### config.mk
export PLATFORM = sky130hd
export DESIGN_NAME = delimited_frame_receiver_unit
export DESIGN_NICKNAME = d
export VERILOG_FILES = /design/src/dfr_pkg.sv /design/src/delimited_frame_receiver_unit.sv /design/src/dfr_in_stage.sv /design/src/dfr_frame_fsm.sv /design/src/dfr_out_stage.sv
export VERILOG_INCLUDE_DIRS = /design/src /design/src/src
export SDC_FILE = /design/constraint.sdc
export NUM_CORES = 1
export LEC_CHECK = 0
export ABC_AREA = 1
export BUFFER_PORTS_ARGS = -buffer_cell sky130_fd_sc_hd__buf_2
export CORE_ASPECT_RATIO = 0.8
export CORE_MARGIN = 5
export CORE_UTILIZATION = 30
export DETAILED_ROUTE_END_ITERATION = 10
export SYNTH_ARGS = -nofsm -noshare
export SYNTH_HDL_FRONTEND = slang
export SYNTH_SLANG_ARGS = --single-unit
### constraint.sdc
create_clock -name clk -period 8.2 [get_ports clk]
set_input_delay 2.46 -clock clk [delete_from_list [all_inputs] [get_ports clk]]
set_output_delay 2.46 -clock clk [all_outputs]
set_load 0.02 [all_outputs]
### src/assert_macros.svh
// assertion macros shared by the frame state machine and result register modules
`ifndef ASSERT_MACROS_SVH
`define ASSERT_MACROS_SVH

// same-cycle implication, sampled on clk, off while rst_n is low
`define DFR_ASSERT_IMP(label, ante, cons) \
    label: assert property (@(posedge clk) disable iff (!rst_n) (ante) |-> (cons)) \
        else $error("dfr assertion failed");

// next-cycle implication, sampled on clk, off while rst_n is low
`define DFR_ASSERT_NXT(label, ante, cons) \
    label: assert property (@(posedge clk) disable iff (!rst_n) (ante) |=> (cons)) \
        else $error("dfr assertion failed");

`endif

### src/dfr_pkg.sv
// types and constants of the delimited frame receiver
package dfr_pkg;

    localparam logic [7:0] START_DELIM      = 8'h7E;
    localparam logic [7:0] SUM_GOOD         = 8'hFF;
    localparam logic [7:0] HUNT_LIMIT_RESET = 8'd30;

    // command codes
    localparam logic CMD_ATTENTION = 1'b0;
    localparam logic CMD_BYTE      = 1'b1;

    // result kinds
    typedef enum logic [1:0] {
        KIND_PAYLOAD  = 2'd0,
        KIND_GOOD     = 2'd1,
        KIND_BAD_SUM  = 2'd2,
        KIND_TIMEOUT  = 2'd3
    } dfr_kind_t;

    // one input word
    typedef struct packed {
        logic       command;
        logic [7:0] rx_byte;
    } dfr_item_t;

    // one result word
    typedef struct packed {
        dfr_kind_t  kind;
        logic [7:0] data;
        logic [7:0] index;
        logic [7:0] frame_length;
        logic       last;
    } dfr_result_t;

endpackage

### src/delimited_frame_receiver_unit.sv
// top level of the delimited frame receiver
//
// Receives bytes of frames that open with the 0x7E delimiter: an attention word
// (command 0) starts a hunt while idle, then byte words (command 1) carry the
// length high and low bytes, the payload and the checksum. Each payload byte
// comes out with its index and the frame length; the frame ends with a good or
// bad checksum status word, and a hunt that sees hunt_limit misses ends with a
// timeout status on the next byte. The block takes one word per clock cycle
// unless a word with a result waits for room in the result register; a result
// passes the input register, one pass through the frame state machine and the
// result register before it reaches the outputs. A result waiting in the result
// register stalls the input only once the word behind it also has a result to
// give. hunt_limit is written through cfg_wr_en / cfg_wr_data and resets to 30.
module delimited_frame_receiver_unit
    import dfr_pkg::*;
(
    input  logic       clk,
    input  logic       rst_n,
    input  logic       cfg_wr_en,
    input  logic [7:0] cfg_wr_data,
    input  logic       in_valid,
    output logic       in_ready,
    input  logic       command,
    input  logic [7:0] rx_byte,
    output logic       out_valid,
    input  logic       out_ready,
    output logic [1:0] kind,
    output logic [7:0] data,
    output logic [7:0] index,
    output logic [7:0] frame_length,
    output logic       last
);

    dfr_item_t   in_item;
    dfr_item_t   item;
    logic        item_valid;
    logic        consume;
    logic        out_space;
    logic        res_valid;
    dfr_result_t res;
    dfr_result_t out_res;

    assign in_item.command = command;
    assign in_item.rx_byte = rx_byte;

    // input register
    dfr_in_stage u_in_stage (
        .clk        (clk),
        .rst_n      (rst_n),
        .in_valid   (in_valid),
        .in_ready   (in_ready),
        .in_item    (in_item),
        .consume    (consume),
        .item_valid (item_valid),
        .item       (item)
    );

    // frame parser
    dfr_frame_fsm u_frame_fsm (
        .clk         (clk),
        .rst_n       (rst_n),
        .cfg_wr_en   (cfg_wr_en),
        .cfg_wr_data (cfg_wr_data),
        .item_valid  (item_valid),
        .item        (item),
        .out_space   (out_space),
        .consume     (consume),
        .res_valid   (res_valid),
        .res         (res)
    );

    // result register
    dfr_out_stage u_out_stage (
        .clk       (clk),
        .rst_n     (rst_n),
        .load      (consume && res_valid),
        .res       (res),
        .out_space (out_space),
        .out_valid (out_valid),
        .out_ready (out_ready),
        .out_res   (out_res)
    );

    assign kind         = out_res.kind;
    assign data         = out_res.data;
    assign index        = out_res.index;
    assign frame_length = out_res.frame_length;
    assign last         = out_res.last;

endmodule

### src/dfr_in_stage.sv
// input register stage of the frame receiver
module dfr_in_stage
    import dfr_pkg::*;
(
    input  logic      clk,
    input  logic      rst_n,
    input  logic      in_valid,
    output logic      in_ready,
    input  dfr_item_t in_item,
    input  logic      consume,
    output logic      item_valid,
    output dfr_item_t item
);

    logic      valid_reg;
    logic      valid_next;
    dfr_item_t item_reg;

    // take a new word when empty or when the held word is consumed
    assign in_ready   = !valid_reg || consume;
    assign valid_next = (in_valid && in_ready) ? 1'b1 : (consume ? 1'b0 : valid_reg);

    always_ff @(posedge clk or negedge rst_n)
    begin
        if (!rst_n)
        begin
            valid_reg <= 1'b0;
        end
        else
        begin
            valid_reg <= valid_next;
        end
    end

    // payload holds until replaced
    always_ff @(posedge clk)
    begin
        if (in_valid && in_ready)
        begin
            item_reg <= in_item;
        end
    end

    assign item_valid = valid_reg;
    assign item       = item_reg;

endmodule

### src/dfr_frame_fsm.sv
// frame state machine: hunt, length, payload and checksum handling
`include "assert_macros.svh"

module dfr_frame_fsm
    import dfr_pkg::*;
(
    input  logic        clk,
    input  logic        rst_n,
    input  logic        cfg_wr_en,
    input  logic [7:0]  cfg_wr_data,
    input  logic        item_valid,
    input  dfr_item_t   item,
    input  logic        out_space,
    output logic        consume,
    output logic        res_valid,
    output dfr_result_t res
);

    typedef enum logic [2:0] {
        PH_IDLE    = 3'd0,
        PH_HUNT    = 3'd1,
        PH_LEN_HI  = 3'd2,
        PH_LEN_LO  = 3'd3,
        PH_PAYLOAD = 3'd4,
        PH_CHECK   = 3'd5
    } phase_t;

    phase_t     phase_reg,          phase_next;
    logic [7:0] hunt_limit_reg;
    logic [7:0] miss_count_reg,     miss_count_next;
    logic [7:0] payload_length_reg, payload_length_next;
    logic [7:0] byte_position_reg,  byte_position_next;
    logic [7:0] running_sum_reg,    running_sum_next;
    logic [7:0] sum_plus;
    logic [7:0] pos_plus;

    assign sum_plus = running_sum_reg + item.rx_byte;
    assign pos_plus = byte_position_reg + 8'd1;

    // one step of the frame parser for the held word
    always_comb
    begin
        phase_next          = phase_reg;
        miss_count_next     = miss_count_reg;
        payload_length_next = payload_length_reg;
        byte_position_next  = byte_position_reg;
        running_sum_next    = running_sum_reg;
        res_valid           = 1'b0;
        res.kind            = KIND_PAYLOAD;
        res.data            = 8'd0;
        res.index           = 8'd0;
        res.frame_length    = 8'd0;
        res.last            = 1'b0;
        if (item.command == CMD_ATTENTION)
        begin
            // attention only starts a hunt from idle
            if (phase_reg == PH_IDLE)
            begin
                phase_next         = PH_HUNT;
                miss_count_next    = 8'd0;
                running_sum_next   = 8'd0;
                byte_position_next = 8'd0;
            end
        end
        else
        begin
            case (phase_reg)
                PH_IDLE:
                begin
                    phase_next = PH_IDLE;
                end
                PH_HUNT:
                begin
                    if (miss_count_reg >= hunt_limit_reg)
                    begin
                        phase_next = PH_IDLE;
                        res_valid  = item_valid;
                        res.kind   = KIND_TIMEOUT;
                        res.last   = 1'b1;
                    end
                    else if (item.rx_byte == START_DELIM)
                    begin
                        phase_next = PH_LEN_HI;
                    end
                    else
                    begin
                        miss_count_next = miss_count_reg + 8'd1;
                    end
                end
                PH_LEN_HI:
                begin
                    phase_next = PH_LEN_LO;
                end
                PH_LEN_LO:
                begin
                    payload_length_next = item.rx_byte;
                    byte_position_next  = 8'd0;
                    phase_next = (item.rx_byte == 8'd0) ? PH_CHECK : PH_PAYLOAD;
                end
                PH_PAYLOAD:
                begin
                    running_sum_next   = sum_plus;
                    byte_position_next = pos_plus;
                    if (pos_plus == payload_length_reg)
                    begin
                        phase_next = PH_CHECK;
                    end
                    res_valid        = item_valid;
                    res.kind         = KIND_PAYLOAD;
                    res.data         = item.rx_byte;
                    res.index        = byte_position_reg;
                    res.frame_length = payload_length_reg;
                end
                PH_CHECK:
                begin
                    running_sum_next = sum_plus;
                    phase_next       = PH_IDLE;
                    res_valid        = item_valid;
                    res.kind         = (sum_plus == SUM_GOOD) ? KIND_GOOD : KIND_BAD_SUM;
                    res.frame_length = payload_length_reg;
                    res.last         = 1'b1;
                end
                default:
                begin
                    phase_next = PH_IDLE;
                end
            endcase
        end
    end

    // a word is consumed once its result, if any, has a place to go
    assign consume = item_valid && (!res_valid || out_space);

    always_ff @(posedge clk or negedge rst_n)
    begin
        if (!rst_n)
        begin
            phase_reg          <= PH_IDLE;
            hunt_limit_reg     <= HUNT_LIMIT_RESET;
            miss_count_reg     <= 8'd0;
            payload_length_reg <= 8'd0;
            byte_position_reg  <= 8'd0;
            running_sum_reg    <= 8'd0;
        end
        else
        begin
            if (cfg_wr_en)
            begin
                hunt_limit_reg <= cfg_wr_data;
            end
            if (consume)
            begin
                phase_reg          <= phase_next;
                miss_count_reg     <= miss_count_next;
                payload_length_reg <= payload_length_next;
                byte_position_reg  <= byte_position_next;
                running_sum_reg    <= running_sum_next;
            end
        end
    end

    // checks
    `DFR_ASSERT_IMP(a_res_needs_item, res_valid, item_valid)
    `DFR_ASSERT_IMP(a_last_on_status, res_valid, res.last == (res.kind != KIND_PAYLOAD))
    `DFR_ASSERT_IMP(a_idle_byte_silent,
        item_valid && phase_reg == PH_IDLE, !res_valid)
    `DFR_ASSERT_NXT(a_check_returns_idle,
        consume && phase_reg == PH_CHECK && item.command == CMD_BYTE, phase_reg == PH_IDLE)

endmodule

### src/dfr_out_stage.sv
// result register stage of the frame receiver
`include "assert_macros.svh"

module dfr_out_stage
    import dfr_pkg::*;
(
    input  logic        clk,
    input  logic        rst_n,
    input  logic        load,
    input  dfr_result_t res,
    output logic        out_space,
    output logic        out_valid,
    input  logic        out_ready,
    output dfr_result_t out_res
);

    logic        valid_reg;
    logic        valid_next;
    dfr_result_t res_reg;

    // room when empty or when the held word leaves this cycle
    assign out_space  = !valid_reg || out_ready;
    assign valid_next = load ? 1'b1 : (out_ready ? 1'b0 : valid_reg);

    always_ff @(posedge clk or negedge rst_n)
    begin
        if (!rst_n)
        begin
            valid_reg <= 1'b0;
        end
        else
        begin
            valid_reg <= valid_next;
        end
    end

    always_ff @(posedge clk)
    begin
        if (load)
        begin
            res_reg <= res;
        end
    end

    assign out_valid = valid_reg;
    assign out_res   = res_reg;

    // a load never overwrites a word that is still waiting
    `DFR_ASSERT_IMP(a_no_overwrite, load, !valid_reg || out_ready)

endmodule

Yosys cells after proc, flatten, opt, wreduce, memory -nomap -nowiden --
Cells that the tools add are included. Widths: inputs -> output; s select.
Word-level totals: output and inout port bits 29, register bits 81, bits of input ports 22, word-level logic and storage cells 84
Cells by class: equal/unequal tests 15, muxes and demuxes 28, reduce and logical (&&, ||, !) cells 22, magnitude comparators 1, add/sub/neg operators 3
Operators with widths (number):
- $mux 8 | 8
- $add 8x1->8 const B | 2
- $pmux 8 s2 | 1
- $mux 3 | 5
- $pmux 3 s4 | 1
- $reduce_and 3->1 | 3
- $add 8x8->8 | 1
- $eq 8x7->1 const B | 1
- $eq 8x8->1 | 1
- $eq 8x8->1 const B | 1
- $ge 8x8->1 | 1
- $logic_not 8->1 | 1
- $mux 1 | 8
- $eq 3x2->1 const B | 2
- $eq 3x3->1 const B | 2
- $ne 2x2->1 const B | 3
- $reduce_bool 2->1 | 3
- $reduce_and 5->1 | 1
- $mux 2 | 2
- $ne 4x2->1 const B | 1
- $pmux 1 s2 | 2
- $pmux 2 s2 | 1
- $reduce_and 2->1 | 2
- $reduce_and 4->1 | 1
- other kinds (9) | 15

Longest topological paths before layout --
Gate-level depths: netlist of the first run.
depth in word-level cells 10, depth in mapped cells 17, depth with buffers taken out 17

Hierarchy --
A second synthesis of the first run with hierarchy kept.
Unflattened totals: cell total of the unflattened synthesis 469, area total of the unflattened synthesis 4271.6 µm²
By module, submodules not included:
- dfr_frame_fsm | instances 1, area each 3093.0 µm², cells an instance 420, sequential area each 1081.0 µm²
- dfr_out_stage | instances 1, area each 855.8 µm², cells an instance 32, sequential area each 835.8 µm²
- dfr_in_stage | instances 1, area each 315.3 µm², cells an instance 15, sequential area each 295.3 µm²
- delimited_frame_receiver_unit | instances 1, area each 7.5 µm², cells an instance 2, sequential area each 0.0 µm²

Worst setup path after synthesis of the first run --
Ideal clock, no wire load.
kind input-to-output, start input out_ready, end output in_ready, arrival 2.903 ns, buffers on the path 0, stages 2, slack 2.837 ns, required time 5.740 ns, cells stage by stage nor2_1 > nand3_4
On the way: longest elaborated chain between the ends 4
Ends and longest elaborated chain:
- from (decl) | line delimited_frame_receiver_unit.sv:26 | input logic out_ready,
- $logic_or 1x1->1 | line dfr_out_stage.sv:22 | assign out_space = !valid_reg || out_ready;
- $logic_or 1x1->1 | line dfr_frame_fsm.sv:132 | assign consume = item_valid && (!res_valid || out_space);
- $logic_and 1x1->1 | line dfr_frame_fsm.sv:132
- $logic_or 1x1->1 | line dfr_in_stage.sv:20 | assign in_ready = !valid_reg || consume;
- to (decl) | line delimited_frame_receiver_unit.sv:22 | output logic in_ready,
Every way passes these cells.

Worst setup path in the final report of the first run --
Ends and elaborated chain as after synthesis.

==> results of run 1 <==
## logic make-up (layout without fill, tap and decap cells)
family / Yosys count / after routing / share of synthesized area
compound gates: 53 / 53 / 0.0716
xor+xnor: 5 / 5 / 0.0102
fa+ha+maj: 18 / 18 / 0.0544
buf+inv: 81 / 141 / 0.0763
flops: 81 / 81 / 0.517
mux: 1 / 1 / 0.00263
simple gates: 254 / 254 / 0.268
## worst paths after layout
| kind | start | endpoint | slack (ns) | depth (start not counted) |
|---|---|---|---|---|
| max | out_ready | in_ready | 2.47 | 4 |
| min reg2reg | u_frame_fsm.running_sum_reg[5] | u_frame_fsm.running_sum_reg[5] | 0.48 | 2 |
| min | u_frame_fsm.running_sum_reg[5] | u_frame_fsm.running_sum_reg[5] | 0.48 | 2 |
| max reg2reg | u_frame_fsm.hunt_limit_reg[3] | u_in_stage.item[8] | 5.78 | 13 |
| max in group asynchronous | rst_n | u_frame_fsm.byte_position_reg[3] | 5.57 | 2 |
| min in group asynchronous | rst_n | u_frame_fsm.payload_length_reg[1] | 2.21 | 2 |
## stage by stage
step,area (um2),hold slack [ns],total power [mW],cells,utilization
final,5030,0.480,1.20,737,0.355
after global routing,5030,0.512,1.28,737,0.355
after CTS,5030,0.486,1.21,737,0.355
after detailed placement,4720,0.471,0.806,721,0.334
after global placement,4720,0.461,0.800,721,0.334
after floorplan,4280,0.446,0.738,493,-
## tightest hold or removal path, delay by kind of cell, from the launching register on
kind	cells	cell delay, ns
flops	1	0.35
simple gates	2	0.10
## cells in the final DEF, fill, tap and decap left out, types with 4 or more instances in the layout
| master | count |
|---|---|
| sky130_fd_sc_hd__nand2_1 | 138 |
| sky130_fd_sc_hd__inv_1 | 70 |
| sky130_fd_sc_hd__buf_2 | 50 |
| sky130_fd_sc_hd__nor2_1 | 48 |
| sky130_fd_sc_hd__dfrtp_1 | 41 |
| sky130_fd_sc_hd__edfxtp_1 | 36 |
| sky130_fd_sc_hd__nand3_1 | 31 |
| sky130_fd_sc_hd__o21ai_1 | 17 |
| sky130_fd_sc_hd__ha_1 | 17 |
| sky130_fd_sc_hd__o21ai_0 | 14 |
| sky130_fd_sc_hd__clkbuf_16 | 10 |
| sky130_fd_sc_hd__nand4_1 | 9 |
| sky130_fd_sc_hd__a21oi_1 | 8 |
| sky130_fd_sc_hd__o21ai_2 | 6 |
| sky130_fd_sc_hd__nor2_2 | 4 |
| sky130_fd_sc_hd__nand3_2 | 4 |
| sky130_fd_sc_hd__or2_2 | 4 |
| sky130_fd_sc_hd__inv_6 | 4 |
| sky130_fd_sc_hd__dfstp_2 | 4 |
## final cells by class
cell class                 count  area (um2)
clock inverter                 6        53.8
fill                        1467        9120
clock buffer                  10         250
timing repair buffer          52         265
tap                          184         230
multi-input combinational    331        1740
inverter                      73         274
sequential                    81        2210
## cell usage after synthesis (4+ instances only)
| cell type | number | area share |
|---|---|---|
| sky130_fd_sc_hd__nand3_1 | 31 | 0.036 |
| sky130_fd_sc_hd__dfrtp_1 | 41 | 0.24 |
| sky130_fd_sc_hd__nand2_1 | 138 | 0.12 |
| sky130_fd_sc_hd__o21ai_1 | 17 | 0.020 |
| sky130_fd_sc_hd__o21ai_0 | 14 | 0.016 |
| sky130_fd_sc_hd__nand3_2 | 4 | 0.0094 |
| sky130_fd_sc_hd__inv_1 | 70 | 0.061 |
| sky130_fd_sc_hd__dfstp_2 | 4 | 0.025 |
| sky130_fd_sc_hd__o21ai_2 | 6 | 0.012 |
| sky130_fd_sc_hd__or2_2 | 4 | 0.0058 |
| sky130_fd_sc_hd__a21oi_1 | 8 | 0.0094 |
| sky130_fd_sc_hd__edfxtp_1 | 36 | 0.25 |
| sky130_fd_sc_hd__ha_1 | 17 | 0.050 |
| sky130_fd_sc_hd__nor2_1 | 49 | 0.043 |
| sky130_fd_sc_hd__clkbuf_1 | 5 | 0.0044 |
| sky130_fd_sc_hd__nand4_1 | 9 | 0.013 |
## power by group
part	total [mW]	internal [mW]	switching, mW
Sequential	0.522	0.477	0.0449
Combinational	0.275	0.0966	0.178
Clock	0.400	0.230	0.170
Total	1.20	0.804	0.393
## routing by layer
| metal | up-vias | track usage |
|---|---|---|
| met3 | 8 | 0.0321 |
| met4 | 0 | 0.0289 |
| met2 | 62 | 0.186 |
| met5 | - | 0 |
| li1 | 1707 | - |
| met1 | 1504 | 0.143 |
==> summary by stage, run 1 <==
Run status
The flow ran to the end, and the final reports show no timing, DRC or antenna violations.

Critical path
The critical path class is in -> out. The maximum cell stage delay along the critical path is 0.28 ns. The number of buffers and inverters on the critical path is 2.

The element type at the critical path start is a primary input. Data arrives at the worst endpoint at 3.27 ns. By instance count, the cell type seen most on the critical path is sky130_fd_sc_hd__buf_2. On the critical path, the stage with the largest delay is an instance of sky130_fd_sc_hd__nor2_1. The cell family contributing the most delay on the critical path is simple AND/OR/NAND/NOR gates. STA classifies the critical path endpoint as a primary output. Walking the worst path, the cells encountered are buf_2, nor2_1, nand3_4, buf_2.

For the worst setup path, the data required time is 5.74 ns. The highest net fanout along the worst path is 7.

Timing
Setup violations remaining at the end of the flow were counted as 0. The minimum clock period is 5.73 ns. The pin slew with the least headroom to its limit is 0.604 ns.

The number of hold violations in the final report is 0. The top achievable clock speed is 0.175 GHz. The final max-slew violation count is 0. The final worst setup slack is 2.47 ns. The final critical-path share of the clock period is 0.699. The final-layout setup total negative slack is 0 ns. Setup repair after global routing left no endpoint under its margin. In this run the tightest slew margin relative to its limit is 0.597. On the final layout, the worst clock skew is 0.00965 ns.

Yosys
The gate count of the mapped netlist is 493. The number of synthesized register bits is 81. The most used flip-flop cell after synthesis is sky130_fd_sc_hd__dfrtp_1. In this run the cell area of the synthesized design comes to 4280 um2. For this run, the register share of the synthesized area comes to 0.517. Synthesis instantiated 38 different standard cells from the library. The synthesized area per cell is 8.68 um2. After synthesis, the share of flip-flops with an asynchronous set or reset is 0.556. When the netlist entered floorplanning its net count stood at 533. The number of synthesized flops with an enable pin is 36. The number of warnings issued by yosys is 0.

Clock network
The buffer type at the clock tree root is sky130_fd_sc_hd__clkbuf_16. Counting along the longest clock path gives a buffer depth of 2. Clock-pin slew was measured on the worst setup and hold paths at 0.06 ns. The clock drives 81 sinks. The CTS tree is built. The post-CTS resize count is 0. For the worst-skew pair, the clock arrives at the later sink with an insertion delay of 0.34 ns.

The CTS buffer count is 9. In this run the number of H-tree levels came out at 3. Buffers added to address setup during post-CTS repair amount to 0.

The hold buffer count at cts is 0.

Die
The die area is 16,800 um2. For this configuration, the core starts out at a cell density of 0.302. The site row count is 39. From left edge to right edge, the die measures 144 um.

The number of placed I/O pins is 51. The vertical die dimension is 117 um. The core region is 14,200 um2.

Finish
The antenna diode count is 0. In the final design database the tool counted 588 nets. The register with the most flip-flops in the layout has 27 of them.

The area growth from synthesis to layout is 17.5%. Of the cells placed in the final design, the portion with a size suffix greater than 1 is 0.188.

Place
Port buffering added 50 buffers. Routability-driven placement finished with a final weighted congestion of 0.875. OpenSTA, run right after detailed placement, puts the worst setup slack at 2.47 ns. Once detailed placement completed, the half-perimeter wirelength came to 6700 um.

GRT
Summed over all layers, the global routing overflow is 0. The number of antenna violations at the first check in global routing is 0. The first global-routing pass estimated 14,900 um of wire. The maximum number of pins on one net before global-route repair is 46. In the global route stage, overall resource usage came out at 0.111. The via count of the first global-routing pass is 3,166.

Detailed routing
The total iterations of the first detailed-routing run is 4. The number of vias after detailed routing is 3,281. The uppermost metal layer occupied by signal nets is met4. The remaining antenna violation count is 0. The detailed route wirelength on metal2 is 4070 um. After detailed routing, the average wire length per cell comes to 11.9 um.

After the first detailed-routing iteration, the DRC count stood at 157. The wire length on met3 is 469 um. The per-cell via count in the routed design is 4.45. After detailed routing, the number of remaining DRC violations is 0. The sum of routed wire segments on met1 is 4110 um. The total detailed-routing wirelength is 8750 um.

Power
The areal power density over the cells is 238 nW/um2. The worst-case IR drop observed on VDD is 0.139 mV. The cell leakage power is 2.36 nW.

Hold path
The path class of the tightest hold or removal check is reg -> reg.

Job
The count of maximum capacitance violations is 0.
(Power assumes the default switching activity.)
==> run 2, diff against run 1 <==
- clock period: 8.2 -> 5.16 ns (I/O delays scaled with it)
==> summary by stage, run 2 (same netlist as run 1, synthesis figures left out) <==
Critical path
The cell at the slowest stage of the critical path is sky130_fd_sc_hd__nor2_1. The cell family contributing the most delay on the critical path is simple AND/OR/NAND/NOR gates. The largest single stage delay on the critical path is 0.28 ns. The worst endpoint required time is 3.61 ns.

STA classifies the critical path startpoint as a primary input. The signal on the critical path passes through buf_2, nor2_1, nand3_4, buf_2. The highest net fanout along the worst path is 7. For the worst setup path, the data arrival time is 2.35 ns. The nature of the critical path endpoint is a primary output. The critical path is of the in -> out type. The cell that appears most often on the critical path is sky130_fd_sc_hd__buf_2. The number of buffers and inverters on the critical path is 2.

Die
The core region is 14,200 um2. The floorplan has 39 rows. The die outline width is 144 um. For this configuration, the core starts out at a cell density of 0.302. In this run the vertical extent of the chip is 117 um. The die area is 16,800 um2. The number of placed I/O pins is 51.

Timing
The final max-slew violation count is 0. The top achievable clock speed is 0.256 GHz. For the final database, setup skew stands at 0.00994 ns. The final-layout setup total negative slack is 0 ns. After layout, the minimum clock period comes to 3.90 ns. The number of hold violations in the final report was 0. Setup repair after global routing left no endpoint under its margin. The number of setup violations in the final report is 0. Measured against its own limit, the worst slew margin works out to 0.599.

The pin slew with the least headroom to its limit is 0.601 ns. The final critical-path share of the clock period is 0.756.

Clock network
Clock latency on the worst-skew pair, taken at its later pin, is 0.34 ns. The post-CTS resize count is 0. The clock input transition at the sequential cells of the worst setup and hold paths is 0.06 ns.

The deepest level of the CTS H-tree is 3. The hold buffer count at cts is 0. The number of clock sinks is 81.

The buffer type at the clock tree root is sky130_fd_sc_hd__clkbuf_16. The buffers inserted during post-CTS setup optimization is 0. The CTS tree is built.

The CTS buffer count is 9. The number of buffers on the longest clock path is 2.

Finish
The number of nets in the layout is 588. The flip-flop count of the largest register after layout is 27. The library cell used most frequently in the layout, excluding fill and tap cells, is sky130_fd_sc_hd__nand2_1. 0 antenna diodes ended up in the layout. The fraction of layout cells with a size suffix above 1 is 0.188. Once layout is complete, the utilization of the core stands at 0.353. The area growth from synthesis to final layout is 16.8%. The top cell types in the final layout, fill and taps aside, are sky130_fd_sc_hd__nand2_1 (138), sky130_fd_sc_hd__inv_1 (70), sky130_fd_sc_hd__buf_2 (50).

Power
The switching power as a share of total power is 0.331. The highest ir drop seen on vdd is 0.170 mV. The share of total power dissipated in combinational logic is 0.238. The switching power is 610 uW.

The areal power density over the cells is 370 nW/um2. The cell leakage power is 2.34 nW. Of the total power, the clock network draws 0.312.

Of the total power, registers draw 0.450. The internal power component is 1.24 mW.

Place
The final HPWL from detailed placement is 6980 um. Routability-driven placement finished with a final weighted congestion of 0.855. The number of buffer cells added on primary ports is 50.

Detailed routing
Dividing the detail-routed wire length by the instance count gives 12.5 um. The total iterations of the first detailed-routing run is 4. The first routing iteration left 181 violations. The DRC violation count after routing is 0. Detailed routing inserted a total of 3,315 vias. The total detailed-routing wirelength is 9210 um.

In the routed layout, each cell is associated on average with a via count of 4.50. The remaining antenna violation count is 0.

GRT
The remaining global-route overflow is 0. The via count of the first global-routing pass is 3,223. The number of antenna violations at the first check in global routing came to 0. The maximum number of pins on one net before global-route repair is 38.

Across every metal layer, demand over resource in global routing totals 0.116. The first-pass GRT wire length is 15,300 um.

Run status
The flow ran to the end, and the final reports show no timing, DRC or antenna violations.

Hold path
The type of the most critical hold path is reg -> reg.

Job
The tool flagged a number of max-cap violations equal to 0.
-- run 2: cell count changes in the layout (fill, tap and decap cells not counted), sizes merged --
cell      before  now
clkinvlp       1    2
clkbuf        10    9
clkinv         0    5
inv           78   73
-- run 2: worst register-to-register path, cell delays in order, from the launching register on --
cell	delay (ns)
sky130_fd_sc_hd__dfstp_2	0.51
sky130_fd_sc_hd__inv_1	0.04
sky130_fd_sc_hd__ha_1	0.28
sky130_fd_sc_hd__nand2_1	0.08
sky130_fd_sc_hd__inv_2	0.04
sky130_fd_sc_hd__nand2_1	0.06
sky130_fd_sc_hd__nand2_1	0.05
sky130_fd_sc_hd__nand2_1	0.07
sky130_fd_sc_hd__nand3_2	0.12
sky130_fd_sc_hd__nand2_2	0.12
sky130_fd_sc_hd__nand2_2	0.08
sky130_fd_sc_hd__nand3_4	0.14
sky130_fd_sc_hd__nand2_1	0.09
sky130_fd_sc_hd__inv_1	0.35
-- run 2: worst paths after layout --
kind                                                      from                               end  slack [ns]  cells past startpoint
worst max register to register   u_frame_fsm.hunt_limit_reg[3]                u_in_stage.item[0]        2.77                     13
worst max-delay path                                 out_ready                          in_ready        1.26                      4
worst min-delay path            u_frame_fsm.running_sum_reg[0]    u_frame_fsm.running_sum_reg[0]        0.48                      2
worst min register to register  u_frame_fsm.running_sum_reg[0]    u_frame_fsm.running_sum_reg[0]        0.48                      2
min in group asynchronous                                rst_n  u_frame_fsm.byte_position_reg[7]        1.07                      1
max in group asynchronous                                rst_n     u_frame_fsm.hunt_limit_reg[4]        3.31                      2
-- run 2: area by class of cell --
class | instances | area (um2)
Clock buffer | 9 | 225
Clock inverter | 7 | 47.5
Fill cell | 1456 | 9150
Inverter | 73 | 274
Multi-Input combinational cell | 331 | 1740
Sequential cell | 81 | 2210
Tap cell | 184 | 230
Timing Repair Buffer | 52 | 265
-- run 2: layer usage --
metal / wire, um / GRT usage / share of wire
met1: 4170 / 0.141 / 0.45
met2: 4400 / 0.201 / 0.48
met3: 528 / 0.0337 / 0.057
met4: 104 / 0.0339 / 0.011
met5: 0 / 0 / 0
-- run 2: power groups by stage --
stage / clock network [mW] / registers (mW) / logic (mW)
6_report: 0.576 / 0.832 / 0.439
5_1_grt: 0.624 / 0.842 / 0.511
4_1_cts: 0.599 / 0.831 / 0.443
3_5_place_dp: 0 / 0.843 / 0.440
3_3_place_gp: 0 / 0.841 / 0.429
2_1_floorplan: 0 / 0.834 / 0.340
-- run 2: through the flow --
stage	instance area, um2	instances	hold slack, ns	total power [mW]	worst slack [ns]
finish	5000	737	0.480	1.85	1.26
global route	5000	737	0.501	1.98	1.22
CTS	5000	737	0.484	1.87	1.25
detailed placement	4720	721	0.468	1.28	1.26
global placement	4720	721	0.459	1.27	1.28
floorplan	4280	493	0.446	1.17	1.62
==> run 3, diff against run 2 <==
- ABC_AREA: 1 -> 0
- clock period: 5.16 -> 3.9 ns (I/O delays scaled with it)
==> summary by stage, run 3 <==
Place
Detailed placement finished with a half-perimeter wire length of 6740 um. The routability congestion estimate from global placement is 0.816. The number of buffer cells added on primary ports is 50.

The post-place instance area is 4590 um2.

GRT
The maximum number of pins on one net before global-route repair is 30. The number of antenna violations at the first check in global routing was 0. The first-pass GRT wire length is 15,600 um. The remaining global-route overflow is 0. The via count of the first global-routing pass was 3,102.

In the global route stage, overall resource usage came out at 0.121.

Power
For this design the ratio of total power to cell area is 509 nW/um2. The total power after layout is 2.49 mW. In this run the static leakage power is 2.07 nW. The highest ir drop seen on vdd is 0.234 mV.

Critical path
The element type at the critical path start is a flop. The setup slack of the most critical reg-to-reg path is 0.87 ns. The worst setup path is captured at a primary output. The endpoint identified for the worst register-to-register timing path is u_frame_fsm.byte_position_reg[1].

For the worst setup path, the data arrival time is 2.57 ns. The beginning of the critical path is u_frame_fsm.miss_count_reg[0]. The reg-to-reg critical path startpoint is u_frame_fsm.miss_count_reg[0]. The critical path class is reg -> out. For the worst setup path, the data required time is 2.73 ns. The worst-case reg-to-reg path depth is 8. The highest net fanout along the worst path is 4.

Clock network
The buffers inserted during post-CTS setup optimization is 0. The deepest level of the CTS H-tree is 3. The CTS buffer count is 9. Clock tree synthesis found a total of 81 sinks.

TritonCTS built the clock tree. The buffer type at the clock tree root is sky130_fd_sc_hd__clkbuf_16. Clock-pin slew was measured on the worst setup and hold paths at 0.07 ns. The insertion delay to the later sink of the worst-skew pair is 0.34 ns.

The number of buffers on the longest clock path is 2.

Yosys
The post-synth net total is 426. The commonest cells after synthesis are sky130_fd_sc_hd__dfrtp_1 (41), sky130_fd_sc_hd__nand2_1 (38), sky130_fd_sc_hd__edfxtp_1 (36). The fraction of registers with async set or reset after synthesis is 0.556.

The gate count of the mapped netlist is 386. Yosys printed 0 warnings. Synthesis inferred 81 register bits. The sequential share of the synthesized area is 0.535. Of the post-synthesis cell area, the dominant cell type holds 0.262. The distinct cell type count of the synthesized netlist is 53. The post-synthesis instance area is 4130 um2. In the post-synthesis netlist, the biggest area contributors are sky130_fd_sc_hd__edfxtp_1 (26%), sky130_fd_sc_hd__dfrtp_1 (25%), sky130_fd_sc_hd__ha_1 (5.1%).

Counting flops with a built-in enable in the synthesized netlist gives 36. By instance count, the leading cell after synthesis is sky130_fd_sc_hd__dfrtp_1. The synthesized area per cell is 10.7 um2.

The cell taking the most area after synthesis is sky130_fd_sc_hd__edfxtp_1. The most used flip-flop cell after synthesis is sky130_fd_sc_hd__dfrtp_1.

Detailed routing
The per-cell via count in the routed design is 5.01. For this run, design rule violations remaining after detail routing come to 0. After detailed routing, the average wire length per cell comes to 14.8 um. The final layout contains routed wiring with a total length of 9210 um.

The number of vias after detailed routing is 3,116. The detailed router used layers up to and including met4. The remaining antenna violation count is 0.

After the first detailed-routing iteration, the DRC count stood at 225. After detailed routing, the met3 layer carries 547 um of wire. The detailed route wirelength on metal2 is 4060 um. The sum of routed wire segments on met1 is 4430 um.

The total iterations of the first detailed-routing run is 4.

Finish
The area growth from synthesis to final layout is 18.5%. The register with the most flip-flops in the layout has 27 of them. The utilization of the core after routing is 0.361.

The number of nets in the layout is 477. The finished layout cell area is 4900 um2. The repair_antennas step left the layout with diodes totalling 0. In the final layout, the share of cells above drive strength 1 is 0.208. Leaving out fill and tap cells, the most frequent cell in the layout is sky130_fd_sc_hd__buf_2.

The top cell types in the final layout, fill and taps aside, are sky130_fd_sc_hd__buf_2 (50), sky130_fd_sc_hd__dfrtp_1 (41), sky130_fd_sc_hd__nand2_1 (38).

Timing
Headroom to the max-slew limit came out at 0.473. Adding up every negative setup slack in the final design gives 0 ns. The pin slew with the least headroom to its limit is 0.784 ns. Setup repair after global routing left no endpoint under its margin. The smallest clock period supported by the final layout is computed as 3.74 ns.

Hold is met by 0.489 ns. The top achievable clock speed is 0.267 GHz. The number of hold violations in the final report is 0. The number of setup violations in the final report is 0.

On the final layout, the worst clock skew is 0.00579 ns. The final max-slew violation count was 0. The final critical-path share of the clock period is 0.959.

Hold path
The startpoint identified for the worst hold timing path is u_frame_fsm.running_sum_reg[4]. The tightest min-delay check is of the reg -> reg type. The capture endpoint of the worst hold path is u_frame_fsm.running_sum_reg[4].

Counting instances, the worst hold path has a depth of 2.

Run status
The flow ran to the end, and the final reports show no timing, DRC or antenna violations.

Die
Measured along the x axis, the die boundary spans 141 um. The placeable core region is 13,600 um2. The die is 115 um tall. The floorplan step defined a die boundary enclosing 16,200 um2.

The initial utilization of the core area, before any placement, comes to 0.305. The site row count is 38. During I/O placement, the number of pins put on the boundary was 51.

Job
The count of maximum capacitance violations is 0.
-- run 3: changes by cell type after synthesis, sizes merged, moves of 6 or more --
cell,change
nor2,-29
nand4,-6
nand2,-103
and2,+18
a21oi,+6
inv,-57
a31oi,+6
mux2,+9
o21ai,-13
a22o,+6
xnor2,+10
nand3,-18
clkbuf,+10
and3,+12
-- run 3: how the worst max path moves through the flow --
stage	slack (ns)	to
4_1_cts	0.06	in_ready
2_1_floorplan	0.13	u_out_stage.out_res[0]
3_5_place_dp	0.46	in_ready
6_report	0.16	in_ready
5_1_grt	0.03	in_ready
3_3_place_gp	0.50	in_ready
-- run 3: metrics by stage --
stage | setup WS (ns) | std cells
final | 0.160 | 622
after floorplan | 0.132 | 386
after global routing | 0.0330 | 622
after CTS | 0.0623 | 622
after detailed placement | 0.457 | 606
after global placement | 0.500 | 606
-- run 3: kinds of logic (layout without fill, tap and decap cells) --
| logic type | Yosys count | after routing | synth area share |
|---|---|---|---|
| compound gates | 81 | 81 | 0.131 |
| xor+xnor | 16 | 16 | 0.0339 |
| fa+ha+maj | 18 | 18 | 0.0563 |
| buf+inv | 33 | 89 | 0.0321 |
| flops | 81 | 81 | 0.535 |
| mux | 11 | 11 | 0.0297 |
| simple gates | 146 | 146 | 0.182 |
-- run 3: area by class of cell --
cell class | instances | area, um2
inverters | 16 | 60.1
clock inverters | 7 | 62.6
flip-flops and latches | 81 | 2210
repair buffers | 57 | 303
well taps | 180 | 225
fillers | 1383 | 8650
clock buffers | 9 | 225
multi-input cells | 272 | 1810
-- run 3: power breakdown --
part           switching, mW  internal (mW)  total [mW]
clock                  0.369          0.445       0.815
combinational          0.351          0.221       0.572
sequential            0.0957           1.01        1.10
total                  0.816           1.67        2.49
-- run 3: repair_timing --
item | CTS | global route
hold buffers | 0 | 0
resized for setup | 0 | 2
endpoints found under the setup margin | 0 | 1
-- run 3: metal layers --
| metal | GRT usage | vias to the layer above |
|---|---|---|
| met5 | 0 | - |
| met4 | 0.0445 | 0 |
| met3 | 0.0383 | 12 |
| met2 | 0.179 | 75 |
| met1 | 0.167 | 1515 |
| li1 | - | 1514 |
-- run 3: worst max-delay path, stage by stage, from the launching register on --
cell	delay, ns
sky130_fd_sc_hd__dfrtp_1	0.39
sky130_fd_sc_hd__inv_1	0.06
sky130_fd_sc_hd__ha_1	0.29
sky130_fd_sc_hd__nand2b_4	0.14
sky130_fd_sc_hd__a2111o_1	0.45
sky130_fd_sc_hd__a31o_1	0.31
sky130_fd_sc_hd__a31oi_4	0.24
sky130_fd_sc_hd__nor2_1	0.10
sky130_fd_sc_hd__nand2_1	0.08
sky130_fd_sc_hd__buf_2	0.16
